--- src/rtl/vcva_pkg.sv ---
// shared types, constants and codes for the voltage corner vote aggregator
package vcva_pkg;

  localparam int LEVELS = 32;
  localparam int RAILS  = 2;
  localparam int LVL_W  = $clog2(LEVELS);
  localparam int CNT_W  = $clog2(LEVELS + 1);

  typedef logic [LVL_W-1:0] lvl_idx_t;

  localparam logic KIND_VOTE = 1'b0;
  localparam logic KIND_LOAD = 1'b1;

  localparam logic [1:0] ST_OK        = 2'd0;
  localparam logic [1:0] ST_BAD_PARAM = 2'd1;
  localparam logic [1:0] ST_BAD_STATE = 2'd2;

  localparam logic [1:0] REG_LEVEL_COUNT = 2'd0;
  localparam logic [1:0] REG_RAIL_COUNT  = 2'd1;
  localparam logic [1:0] REG_RAIL0_ADDR  = 2'd2;
  localparam logic [1:0] REG_RAIL1_ADDR  = 2'd3;

  typedef struct packed {
    logic        kind;
    logic [15:0] from_corner;
    logic [15:0] to_corner;
    logic [4:0]  level_index;
    logic [15:0] level_value;
  } in_item_t;

  typedef struct packed {
    logic [1:0]  status;
    logic        command_valid;
    logic [31:0] rail_address;
    logic [4:0]  rail_level;
    logic [15:0] applied_corner;
    logic        last;
  } out_item_t;

  typedef enum logic [4:0] {
    S_IDLE,
    S_LOAD,
    S_NEW_GO,
    S_NEW_WAIT,
    S_OLD_GO,
    S_OLD_WAIT,
    S_OLD_RD,
    S_OLD_CHK,
    S_INC_RD,
    S_INC_WR,
    S_DEC_RD,
    S_DEC_WR,
    S_PEAK_GO,
    S_PEAK_WAIT,
    S_PK_RD,
    S_PK_VAL,
    S_PKR_GO,
    S_PKR_WAIT,
    S_EMIT0,
    S_EMIT1,
    S_DONE_OK,
    S_ERR_PARAM,
    S_ERR_STATE
  } state_t;

  // request from the sequencer to the table scanner
  typedef struct packed {
    logic             start;
    logic             peak;
    logic [15:0]      key;
    logic [CNT_W-1:0] limit;
  } scan_req_t;

  // scanner status and result
  typedef struct packed {
    logic     busy;
    logic     done;
    logic     found;
    lvl_idx_t idx;
    lvl_idx_t addr;
  } scan_rsp_t;

endpackage

--- src/rtl/vcva_scan.sv ---
// table scanner: one compare unit walks the level table or the vote counts
module vcva_scan (
  input  logic                clk,
  input  logic                rst,
  input  vcva_pkg::scan_req_t req,
  input  logic [15:0]         tbl_data,
  input  logic [15:0]         cnt_data,
  output vcva_pkg::scan_rsp_t rsp
);

  logic                       busy;
  logic                       pend;
  logic                       found;
  logic [vcva_pkg::CNT_W-1:0] cnt;
  vcva_pkg::lvl_idx_t         pend_idx;
  vcva_pkg::lvl_idx_t         hit;
  logic                       issue;
  logic                       hit_now;
  logic                       take;

  assign issue   = busy && (cnt < req.limit);
  // search: first entry at or above the key; peak: last nonzero count
  assign hit_now = req.peak ? (cnt_data != 16'd0) : (tbl_data >= req.key);
  assign take    = busy && pend && hit_now && (req.peak || !found);

  always_ff @(posedge clk) begin
    if (rst) begin
      busy  <= 1'b0;
      pend  <= 1'b0;
      found <= 1'b0;
      cnt   <= '0;
    end else if (req.start) begin
      busy  <= 1'b1;
      pend  <= 1'b0;
      found <= 1'b0;
      cnt   <= '0;
    end else if (busy) begin
      pend <= issue;
      if (issue) begin
        cnt <= cnt + 1'b1;
      end
      if (!issue && !pend) begin
        busy <= 1'b0;
      end
      if (take) begin
        found <= 1'b1;
      end
    end
  end

  always_ff @(posedge clk) begin
    pend_idx <= cnt[vcva_pkg::LVL_W-1:0];
    if (take) begin
      hit <= pend_idx;
    end
  end

  always_comb begin
    rsp.busy  = busy;
    rsp.done  = busy && !issue && !pend;
    rsp.found = found;
    rsp.idx   = hit;
    rsp.addr  = cnt[vcva_pkg::LVL_W-1:0];
  end

endmodule

--- src/rtl/voltage_corner_vote_aggregator.sv ---
// top level: vote sequencer, level table, vote counts and result register
//
//   channel   ports                                   transfer when
//   item      start, busy, item                       start && !busy
//   result    result_valid, result                    result_valid (one cycle, no stall)
//   config    cfg_write, cfg_index, cfg_data          cfg_write
//
// a vote item makes up to three walks of the level table and one of the counts, each over
// the active levels, through the one scanner compare unit, plus read-modify-write of the
// counts through the count memory port and the rail results.
// busy stays high from the transfer of an item until its last result is registered.
// reset clears the counts through valid bits, the voted corner and the control registers.
// results cannot be stalled; a vote gives one result or one per rail in consecutive cycles.
module voltage_corner_vote_aggregator (
  input  logic                clk,
  input  logic                rst,
  input  logic                start,
  output logic                busy,
  input  vcva_pkg::in_item_t  item,
  output logic                result_valid,
  output vcva_pkg::out_item_t result,
  input  logic                cfg_write,
  input  logic [1:0]          cfg_index,
  input  logic [31:0]         cfg_data
);

  vcva_pkg::state_t state, state_next;

  logic [5:0]  level_count;
  logic [1:0]  rail_count;
  logic [31:0] rail0_address;
  logic [31:0] rail1_address;

  vcva_pkg::in_item_t item_q;
  vcva_pkg::lvl_idx_t new_idx;
  vcva_pkg::lvl_idx_t old_idx;
  vcva_pkg::lvl_idx_t hl;
  logic [15:0]        peak;
  logic [15:0]        voted_corner;

  logic [vcva_pkg::CNT_W-1:0] nlev;
  logic [1:0]                 nrail;

  logic [15:0]        level_table [vcva_pkg::LEVELS];
  logic [15:0]        vote_counts [vcva_pkg::LEVELS];
  logic [vcva_pkg::LEVELS-1:0] cvalid;
  logic [15:0]        tbl_q;
  logic [15:0]        cmem_q;
  logic               cvld_q;
  logic [15:0]        cnt_data;

  logic               tbl_we;
  vcva_pkg::lvl_idx_t tbl_waddr;
  vcva_pkg::lvl_idx_t tbl_raddr;
  logic               cnt_we;
  vcva_pkg::lvl_idx_t cnt_addr;
  logic [15:0]        cnt_wdata;

  vcva_pkg::scan_req_t scan_req;
  vcva_pkg::scan_rsp_t scan_rsp;

  vcva_pkg::out_item_t res_next;
  logic                res_valid_next;
  logic [15:0]         peak_val;

  assign nlev = (32'(level_count) > 32'(vcva_pkg::LEVELS)) ?
                vcva_pkg::CNT_W'(vcva_pkg::LEVELS) : vcva_pkg::CNT_W'(level_count);
  assign nrail = (32'(rail_count) > 32'(vcva_pkg::RAILS)) ?
                 2'(vcva_pkg::RAILS) : rail_count;
  assign busy     = (state != vcva_pkg::S_IDLE);
  assign cnt_data = cvld_q ? cmem_q : 16'd0;
  assign peak_val = scan_rsp.found ? tbl_q : 16'd0;

  vcva_scan u_scan (
    .clk      (clk),
    .rst      (rst),
    .req      (scan_req),
    .tbl_data (tbl_q),
    .cnt_data (cnt_data),
    .rsp      (scan_rsp)
  );

  // configuration registers
  always_ff @(posedge clk) begin
    if (rst) begin
      level_count   <= 6'd1;
      rail_count    <= 2'd1;
      rail0_address <= 32'd0;
      rail1_address <= 32'd0;
    end else if (cfg_write) begin
      case (cfg_index)
        vcva_pkg::REG_LEVEL_COUNT: level_count   <= cfg_data[5:0];
        vcva_pkg::REG_RAIL_COUNT:  rail_count    <= cfg_data[1:0];
        vcva_pkg::REG_RAIL0_ADDR:  rail0_address <= cfg_data;
        vcva_pkg::REG_RAIL1_ADDR:  rail1_address <= cfg_data;
        default: ;
      endcase
    end
  end

  // memories
  always_ff @(posedge clk) begin
    if (tbl_we) begin
      level_table[tbl_waddr] <= item_q.level_value;
    end
    tbl_q <= level_table[tbl_raddr];
  end

  always_ff @(posedge clk) begin
    if (cnt_we) begin
      vote_counts[cnt_addr] <= cnt_wdata;
    end
    cmem_q <= vote_counts[cnt_addr];
  end

  always_ff @(posedge clk) begin
    if (rst) begin
      cvalid <= '0;
      cvld_q <= 1'b0;
    end else begin
      if (cnt_we) begin
        cvalid[cnt_addr] <= 1'b1;
      end
      cvld_q <= cvalid[cnt_addr];
    end
  end

  // next state
  always_comb begin
    state_next = state;
    case (state)
      vcva_pkg::S_IDLE: begin
        if (start) begin
          if (item.kind == vcva_pkg::KIND_LOAD) begin
            state_next = vcva_pkg::S_LOAD;
          end else if (item.to_corner != 16'd0) begin
            state_next = vcva_pkg::S_NEW_GO;
          end else if (item.from_corner != 16'd0) begin
            state_next = vcva_pkg::S_OLD_GO;
          end else begin
            state_next = vcva_pkg::S_PEAK_GO;
          end
        end
      end
      vcva_pkg::S_LOAD:     state_next = vcva_pkg::S_IDLE;
      vcva_pkg::S_NEW_GO:   state_next = vcva_pkg::S_NEW_WAIT;
      vcva_pkg::S_NEW_WAIT: begin
        if (scan_rsp.done) begin
          if (!scan_rsp.found) begin
            state_next = vcva_pkg::S_ERR_PARAM;
          end else if (item_q.from_corner != 16'd0) begin
            state_next = vcva_pkg::S_OLD_GO;
          end else begin
            state_next = vcva_pkg::S_INC_RD;
          end
        end
      end
      vcva_pkg::S_OLD_GO:   state_next = vcva_pkg::S_OLD_WAIT;
      vcva_pkg::S_OLD_WAIT: begin
        if (scan_rsp.done) begin
          state_next = scan_rsp.found ? vcva_pkg::S_OLD_RD : vcva_pkg::S_ERR_PARAM;
        end
      end
      vcva_pkg::S_OLD_RD:   state_next = vcva_pkg::S_OLD_CHK;
      vcva_pkg::S_OLD_CHK: begin
        if (cnt_data == 16'd0) begin
          state_next = vcva_pkg::S_ERR_STATE;
        end else if (item_q.to_corner != 16'd0) begin
          state_next = vcva_pkg::S_INC_RD;
        end else begin
          state_next = vcva_pkg::S_DEC_RD;
        end
      end
      vcva_pkg::S_INC_RD:   state_next = vcva_pkg::S_INC_WR;
      vcva_pkg::S_INC_WR: begin
        state_next = (item_q.from_corner != 16'd0) ? vcva_pkg::S_DEC_RD : vcva_pkg::S_PEAK_GO;
      end
      vcva_pkg::S_DEC_RD:   state_next = vcva_pkg::S_DEC_WR;
      vcva_pkg::S_DEC_WR:   state_next = vcva_pkg::S_PEAK_GO;
      vcva_pkg::S_PEAK_GO:  state_next = vcva_pkg::S_PEAK_WAIT;
      vcva_pkg::S_PEAK_WAIT: begin
        if (scan_rsp.done) begin
          state_next = vcva_pkg::S_PK_RD;
        end
      end
      vcva_pkg::S_PK_RD:    state_next = vcva_pkg::S_PK_VAL;
      vcva_pkg::S_PK_VAL: begin
        state_next = (peak_val == voted_corner) ? vcva_pkg::S_DONE_OK : vcva_pkg::S_PKR_GO;
      end
      vcva_pkg::S_PKR_GO:   state_next = vcva_pkg::S_PKR_WAIT;
      vcva_pkg::S_PKR_WAIT: begin
        if (scan_rsp.done) begin
          if (!scan_rsp.found || nrail == 2'd0) begin
            state_next = vcva_pkg::S_DONE_OK;
          end else begin
            state_next = vcva_pkg::S_EMIT0;
          end
        end
      end
      vcva_pkg::S_EMIT0: begin
        state_next = (nrail == 2'd1) ? vcva_pkg::S_IDLE : vcva_pkg::S_EMIT1;
      end
      vcva_pkg::S_EMIT1:     state_next = vcva_pkg::S_IDLE;
      vcva_pkg::S_DONE_OK:   state_next = vcva_pkg::S_IDLE;
      vcva_pkg::S_ERR_PARAM: state_next = vcva_pkg::S_IDLE;
      vcva_pkg::S_ERR_STATE: state_next = vcva_pkg::S_IDLE;
      default:               state_next = vcva_pkg::S_IDLE;
    endcase
  end

  // outputs of the sequencer
  always_comb begin
    scan_req.start = 1'b0;
    scan_req.peak  = 1'b0;
    scan_req.key   = 16'd0;
    scan_req.limit = nlev;
    tbl_we         = 1'b0;
    tbl_waddr      = vcva_pkg::LVL_W'(item_q.level_index);
    tbl_raddr      = scan_rsp.addr;
    cnt_we         = 1'b0;
    cnt_addr       = scan_rsp.addr;
    cnt_wdata      = cnt_data;
    res_valid_next = 1'b0;
    res_next.status         = vcva_pkg::ST_OK;
    res_next.command_valid  = 1'b0;
    res_next.rail_address   = 32'd0;
    res_next.rail_level     = 5'd0;
    res_next.applied_corner = voted_corner;
    res_next.last           = 1'b1;
    case (state)
      vcva_pkg::S_LOAD: begin
        tbl_we         = (32'(item_q.level_index) < 32'(vcva_pkg::LEVELS));
        res_valid_next = 1'b1;
      end
      vcva_pkg::S_NEW_GO, vcva_pkg::S_NEW_WAIT: begin
        scan_req.start = (state == vcva_pkg::S_NEW_GO);
        scan_req.key   = item_q.to_corner;
      end
      vcva_pkg::S_OLD_GO, vcva_pkg::S_OLD_WAIT: begin
        scan_req.start = (state == vcva_pkg::S_OLD_GO);
        scan_req.key   = item_q.from_corner;
      end
      vcva_pkg::S_OLD_RD, vcva_pkg::S_DEC_RD: begin
        cnt_addr = old_idx;
      end
      vcva_pkg::S_INC_RD: begin
        cnt_addr = new_idx;
      end
      vcva_pkg::S_INC_WR: begin
        cnt_addr  = new_idx;
        cnt_we    = 1'b1;
        cnt_wdata = cnt_data + 16'd1;
      end
      vcva_pkg::S_DEC_WR: begin
        cnt_addr  = old_idx;
        cnt_we    = 1'b1;
        cnt_wdata = cnt_data - 16'd1;
      end
      vcva_pkg::S_PEAK_GO, vcva_pkg::S_PEAK_WAIT: begin
        scan_req.start = (state == vcva_pkg::S_PEAK_GO);
        scan_req.peak  = 1'b1;
      end
      vcva_pkg::S_PK_RD: begin
        tbl_raddr = scan_rsp.idx;
      end
      vcva_pkg::S_PKR_GO, vcva_pkg::S_PKR_WAIT: begin
        scan_req.start = (state == vcva_pkg::S_PKR_GO);
        scan_req.key   = peak;
      end
      vcva_pkg::S_EMIT0: begin
        res_valid_next         = 1'b1;
        res_next.command_valid = 1'b1;
        res_next.rail_address  = rail0_address;
        res_next.rail_level    = 5'(hl);
        res_next.last          = (nrail == 2'd1);
      end
      vcva_pkg::S_EMIT1: begin
        res_valid_next         = 1'b1;
        res_next.command_valid = 1'b1;
        res_next.rail_address  = rail1_address;
        res_next.rail_level    = 5'(hl);
      end
      vcva_pkg::S_DONE_OK: begin
        res_valid_next = 1'b1;
      end
      vcva_pkg::S_ERR_PARAM: begin
        res_valid_next  = 1'b1;
        res_next.status = vcva_pkg::ST_BAD_PARAM;
      end
      vcva_pkg::S_ERR_STATE: begin
        res_valid_next  = 1'b1;
        res_next.status = vcva_pkg::ST_BAD_STATE;
      end
      default: ;
    endcase
  end

  // control registers
  always_ff @(posedge clk) begin
    if (rst) begin
      state        <= vcva_pkg::S_IDLE;
      result_valid <= 1'b0;
      voted_corner <= 16'd0;
    end else begin
      state        <= state_next;
      result_valid <= res_valid_next;
      if (state == vcva_pkg::S_PKR_WAIT && scan_rsp.done && scan_rsp.found) begin
        voted_corner <= peak;
      end
    end
  end

  // payload registers
  always_ff @(posedge clk) begin
    result <= res_next;
    if (state == vcva_pkg::S_IDLE && start) begin
      item_q <= item;
    end
    if (state == vcva_pkg::S_NEW_WAIT && scan_rsp.done) begin
      new_idx <= scan_rsp.idx;
    end
    if (state == vcva_pkg::S_OLD_WAIT && scan_rsp.done) begin
      old_idx <= scan_rsp.idx;
    end
    if (state == vcva_pkg::S_PK_VAL) begin
      peak <= peak_val;
    end
    if (state == vcva_pkg::S_PKR_WAIT && scan_rsp.done) begin
      hl <= scan_rsp.idx;
    end
  end

  a_accept_busy: assert property (@(posedge clk) disable iff (rst)
    start && !busy |=> busy)
    else $error("accepted item did not raise busy");

  a_cmd_ok: assert property (@(posedge clk) disable iff (rst)
    result_valid && result.command_valid |-> result.status == vcva_pkg::ST_OK)
    else $error("rail command with error status");

  a_second_rail: assert property (@(posedge clk) disable iff (rst)
    result_valid && !result.last |=> result_valid && result.last)
    else $error("missing final rail command");

  a_scan_done: assert property (@(posedge clk) disable iff (rst)
    scan_rsp.done |-> (state == vcva_pkg::S_NEW_WAIT || state == vcva_pkg::S_OLD_WAIT ||
                       state == vcva_pkg::S_PEAK_WAIT || state == vcva_pkg::S_PKR_WAIT))
    else $error("scan finished outside a wait state");

  a_voted_change: assert property (@(posedge clk) disable iff (rst)
    voted_corner != $past(voted_corner) |-> $past(state) == vcva_pkg::S_PKR_WAIT)
    else $error("voted corner changed outside peak resolve");

endmodule
--- config.mk ---
export PLATFORM = sky130hd
export DESIGN_NAME = voltage_corner_vote_aggregator
export DESIGN_NICKNAME = d
export VERILOG_FILES = /design/src/rtl/vcva_pkg.sv /design/src/rtl/vcva_scan.sv /design/src/rtl/voltage_corner_vote_aggregator.sv
export SDC_FILE = /design/constraint.sdc
export NUM_CORES = 2
export LEC_CHECK = 0
export BUFFER_PORTS_ARGS = -buffer_cell sky130_fd_sc_hd__buf_2
export CAP_MARGIN = 20
export CORE_AREA = 2 2 348 350
export CTS_CLUSTER_SIZE = 10
export DETAILED_ROUTE_END_ITERATION = 8
export DIE_AREA = 0 0 350 352
export PLACE_DENSITY = 0.66
export SYNTH_ARGS = -nofsm -noshare
export SYNTH_HDL_FRONTEND = slang
export SYNTH_HIERARCHICAL = 1
export SYNTH_SLANG_ARGS = --single-unit
--- constraint.sdc ---
create_clock -name clk -period 5.2 [get_ports clk]
set_input_delay 0.52 -clock clk [delete_from_list [all_inputs] [get_ports clk]]
set_output_delay 0.52 -clock clk [all_outputs]
set_load 0.02 [all_outputs]
* Yosys cells after proc, flatten, opt, wreduce, memory -nomap -nowiden
Memories as Yosys holds them, arrays and structs flattened. A register that Yosys moved wholly into a read port is not among the register bits.
Cells that the tools add are included.
** Storage, ports and cells
- Memories kept :: 2
- Logic and storage cells :: 162
- RAM bits :: 1024
- Output and inout bits :: 59
- Bits of input ports :: 92
- Latch bits :: 0
- Register bits :: 287
- Memory bits (read-only) :: 0
** Memories
- level_table :: words 32, bits a word 16, read ports 1, clocked after memory_dff 1, write ports 1, line voltage_corner_vote_aggregator.sv:44 : logic [15:0] level_table [vcva_pkg::LEVELS];
- vote_counts :: words 32, bits a word 16, read ports 1, clocked after memory_dff 1, write ports 1, line voltage_corner_vote_aggregator.sv:45 : logic [15:0] vote_counts [vcva_pkg::LEVELS];
** Cells by class
- Add/subtract/negate cells :: 3
- Multipliers :: 0
- Reduce and logical (&&, ||, !) cells :: 44
- Bitwise logic cells :: 1
- Mux-type cells :: 45
- Equal/unequal tests :: 32
- $lt $le $gt $ge :: 6
- Shifts and indexed selects :: 0
- Divide/modulo/power cells :: 0
** Operator list (count)
- 5-bit case mux with 18 select lines :: 1
- 16-bit nonzero test :: 5
- 38-bit case mux with 2 select lines :: 1
- 5-bit two-way mux :: 10
- 16-bit case mux with 3 select lines :: 1
- 5-bit by 4-bit equality test with 1-bit output, second input constant :: 8
- 5-bit equality test, second input constant :: 7
- 16-bit two-way mux :: 2
- 32-bit OR :: 1
- 16-bit case mux with 2 select lines :: 1
- 5-bit by 3-bit equality test with 1-bit output, second input constant :: 4
- 16-bit by 1-bit adder with 16-bit output, second input constant :: 1
- 16-bit equality test :: 1
- 16-bit greater-or-equal comparator :: 1
- 16-bit zero test :: 1
- 4-bit two-way mux :: 4
- 16-bit by 1-bit subtractor with 16-bit output, second input constant :: 1
- 1-bit two-way mux :: 14
- 2-bit OR reduction :: 7
- 1-bit logical AND :: 13
- 2-bit AND reduction :: 6
- 5-bit by 2-bit equality test with 1-bit output, second input constant :: 2
- 2-bit != test, second input constant :: 5
- 5-bit case mux with 2 select lines :: 1
- other kinds (24) :: 33

* Depth between registers and ports, before layout
- Depth in word-level cells :: 9
- Depth in mapped cells :: 15
- Mapped depth without buffers :: 13

* Hierarchy
Netlist, hierarchy kept.
** Modules (own cells, without submodules)
- voltage_corner_vote_aggregator :: cells an instance 4170, area each 52127.5 µm², times used 1, sequential area each 37596.1 µm²
- vcva_scan :: cells an instance 147, area each 1305.0 µm², times used 1, sequential area each 430.4 µm²

* Worst setup path before layout
Ideal clock, no wire load.
- Kind :: register to register
- From :: reg state[1]
- To :: mem vote_counts[0][14] (data pin)
- Slack :: 0.376 ns
- Buffers on the path :: 2
- Setup time :: 0.454 ns
- Clock period less this slack :: 4.824 ns
- Cell stages (with the launch flop) :: 15
- Required time :: 4.746 ns
- Data arrival time :: 4.370 ns
- Cell sequence :: dfxtp_1 clkbuf_1 clkbuf_1 nand2b_1 nor2_1 inv_1 fa_1 nor2b_1 o21ai_0 a21o_1 a31o_2 o211ai_1 a31oi_1 xor2_1 o21ai_0
** Between the ends
- Longest elaborated chain between the ends :: 2
- Elaborated cells on any way between the ends :: 3
- Those cells by class :: 2 x eq/ne; 1 x mux
** RTL lines
- start, declared :: line voltage_corner_vote_aggregator.sv:27 : vcva_pkg::state_t state, state_next;
- start signal, assigned :: line voltage_corner_vote_aggregator.sv:301 : state <= vcva_pkg::S_IDLE;
- start signal, assigned :: line voltage_corner_vote_aggregator.sv:305 : state <= state_next;
- 5-bit by 4-bit equality test with 1-bit output :: line voltage_corner_vote_aggregator.sv:230 : case (state)
- 16-bit case mux with 2 select lines (*) :: line voltage_corner_vote_aggregator.sv:230
- net cnt_wdata[14] :: line voltage_corner_vote_aggregator.sv:57 : logic [15:0] cnt_wdata;
- end, declared :: line voltage_corner_vote_aggregator.sv:45
Mark *: on every way through the listed nets, which the timed path passes. The rest lies on a longest branch.

* Final worst setup path
- From :: reg state[0]
- To :: reg tbl_q[8] (read register of level_table)
** Between the ends
- Longest elaborated chain between the ends :: 2
** RTL lines
- 5-bit by 4-bit equality test with 1-bit output :: line voltage_corner_vote_aggregator.sv:230
- 5-bit two-way mux :: line voltage_corner_vote_aggregator.sv:230
- end, declared :: line voltage_corner_vote_aggregator.sv:47 : logic [15:0] tbl_q;
No other way between the ends.
A chain may end at the register's enable or synchronous reset.

==> impl_metrics.env <==
export IMPL_p_total_mw=23.44
export IMPL_reg2reg_slack_ps=1130
export IMPL_final_area_um2=62070
export IMPL_die_w_um=350
export IMPL_yosys_warnings=6
export IMPL_track_usage=0.2322
export IMPL_clock_latency_ps=750
export IMPL_combPwrFrac=0.075
export IMPL_instances_no_fill=6288
export IMPL_p_int_mw=17.99
export IMPL_synth_cells=4316
export IMPL_syn_area_um2=53420
export IMPL_min_path_type="in -> reg"
export IMPL_rr_worst_depth=9
export IMPL_cp_required_ps=5830
export IMPL_fin_tns_setup_ps=0
export IMPL_placed_area_um2=56740
export IMPL_crit_slowest_cell="mux2i_4"
export IMPL_dp_hpwl_mm=85.98
export IMPL_r2r_start="state[0]"
export IMPL_final_antenna_net_count=0
export IMPL_grt_pass1_vias=34570
export IMPL_seqPwrFrac=0.509
export IMPL_slowest_delay_ps=840
export IMPL_final_nets=4705
export IMPL_status="completed"
export IMPL_clkPwrFrac=0.417
export IMPL_cts_hold_fix_buffers=64
export IMPL_setup_viol=0
export IMPL_r2r_end="tbl_q[8]"
export IMPL_syn_to_final_growth_pct=16.19
export IMPL_tightest_slew_ps=1126
export IMPL_swShare=0.2324
export IMPL_root_buffer="clkbuf_16"
export IMPL_numCtsBuffers=153
export IMPL_dp_cells=5960
export IMPL_syn_nets=4445
export IMPL_routed_via_density=5.741
export IMPL_drt_wl_total_mm=145.7
export IMPL_arrival_ps=4700
export IMPL_slew_violations=0
export IMPL_cts_tree="done"
export IMPL_power_density_nw_per_um2=377.6
export IMPL_drt_first_pass_iters=8
export IMPL_gp_congestion=0.8981
export IMPL_initial_core_util=0.4477
export IMPL_p_leak_nw=21.66
export IMPL_drt_iter0_markers=4432
export IMPL_cp_cell_sequence="buf_4 -> and4bb_1 -> nand2_1 -> mux2i_4 -> buf_4 -> a311oi_1 -> a311oi_1 -> a21oi_1 -> o21a_1"
export IMPL_ir_drop_uv=307.6
export IMPL_antenna_found_initial=7
export IMPL_grt_remaining_overflow=0
export IMPL_hold_end="rail1_address[24]"
export IMPL_fmax_ghz=0.2454
export IMPL_cap_violations=0
export IMPL_dieArea_um2=123200
export IMPL_hold_depth=3
export IMPL_io_buffers=150
export IMPL_worstSetupStartpoint="state[0]"
export IMPL_dieHeight_um=352
export IMPL_slew_headroom=0.2466
export IMPL_drc=0
export IMPL_via_count=36100
export IMPL_path_max_fanout=52
export IMPL_end_kind="flip-flop"
export IMPL_min_period_over_period=0.7835
export IMPL_drive_gt1_frac=0.1183
export IMPL_finClkSkew_ps=25.25
export IMPL_crit_path_start_kind="flip-flop"
export IMPL_cts_sinks=1343
export IMPL_power_switching_mw=5.448
export IMPL_cts_htree_levels=4
export IMPL_fp_row_count=127
export IMPL_core_area_um2=119300
export IMPL_ctsResizeCount=0
export IMPL_hold_viol=0
export IMPL_syn_area_per_cell_um2=12.38
export IMPL_worstSetupPathType="reg -> reg"
export IMPL_grt_setup_unrepaired="false"
export IMPL_cts_setup_buffers=0
export IMPL_path_clk_slew_ps=60
export IMPL_io_pins=151
export IMPL_grt_max_degree=119
export IMPL_wl_per_cell_um=23.17
export IMPL_cts_max_path_buffers=3
export IMPL_finalCriticalPeriod_ps=4074
export IMPL_hold_start="cfg_data[24]"
export IMPL_grt_pass1_wl_mm=217.4
[sequential cells by signal, indices dropped and copies added (netlist names), 6 cells and up]
name           flops
rail0_address     32
vote_counts      512
result            57
item_q            48
level_table      512
level_count        6
peak              16
cmem_q            16
voted_corner      16
cvalid            32
tbl_q             16
rail1_address     32
u_scan/cnt         6
[per-stage QoR]
stage / setup WS (ps) / hold WS [ps] / utilization
final: 1126 / 35.30 / 0.5201
after global routing: 738.1 / 25.41 / 0.5201
after CTS: 1099 / 1.013 / 0.5181
after detailed placement: 1128 / 369.0 / 0.4755
after global placement: 810.3 / 365.9 / 0.4742
after floorplan: 375.9 / 350.8 / -
[metal layers]
layer	GRT usage	up-vias	wire length (um)
met5	0	-	23
met4	0.08888	4	5108
met3	0.04066	317	11850
met2	0.3626	1646	68290
met1	0.3242	17810	60400
li1	-	16330	-
[power by group through the flow]
stage	registers [mW]	logic (mW)	clock network, mW
floorplan	12.1	1.11	0
global placement	12.2	1.53	0
detailed placement	12.2	1.60	0
CTS	12.0	1.65	9.87
global route	11.9	1.92	10.3
finish	11.9	1.75	9.77
[final cells by class]
type | instances | area (um2)
flip-flops and latches | 1343 | 38030
multi-input cells | 2640 | 14240
well taps | 1612 | 2017
clock inverters | 14 | 224.0
fillers | 9977 | 57260
repair buffers | 384 | 3128
inverters | 54 | 202.7
clock buffers | 239 | 4225
diodes | 2 | 5.005
[placed cells by master (no fill, tap or decap), types with 8 or more instances in the layout]
master / instances
a222oi_1: 17
a21oi_1: 140
nor4_1: 22
nor2_1: 202
nand3_1: 343
buf_16: 12
mux2i_1: 80
buf_12: 15
nand2_1: 1067
nand4_1: 27
xnor2_1: 23
a311oi_1: 98
nor2_2: 8
dfxtp_1: 229
buf_4: 140
dlygate4sd3_1: 64
edfxtp_1: 1113
o21a_1: 16
a211oi_1: 98
and2_1: 44
ha_1: 36
clkbuf_16: 156
nand2b_1: 9
clkbuf_1: 82
buf_2: 149
nor2b_1: 13
nor3_1: 12
o21ai_2: 13
o21ai_0: 13
a31oi_1: 103
inv_1: 54
and3_1: 134
[worst max-delay path by stage]
stage                          endpoint  slack, ps  cells past startpoint
global placement    vote_counts[17][15]        810                     12
global route        vote_counts[29][15]        740                     13
CTS                            tbl_q[7]       1100                      9
finish                         tbl_q[8]       1130                      9
floorplan            vote_counts[0][14]        380                     14
detailed placement             tbl_q[7]       1130                      9
[worst max-delay path: cells and delay by family, from the launching register on]
family / cells / cell delay [ps]
compound gates: 4 / 1010
buf+inv: 2 / 1060
flops: 1 / 320
mux: 1 / 840
simple gates: 2 / 680
Note: power is estimated with default switching activity, not from simulation.
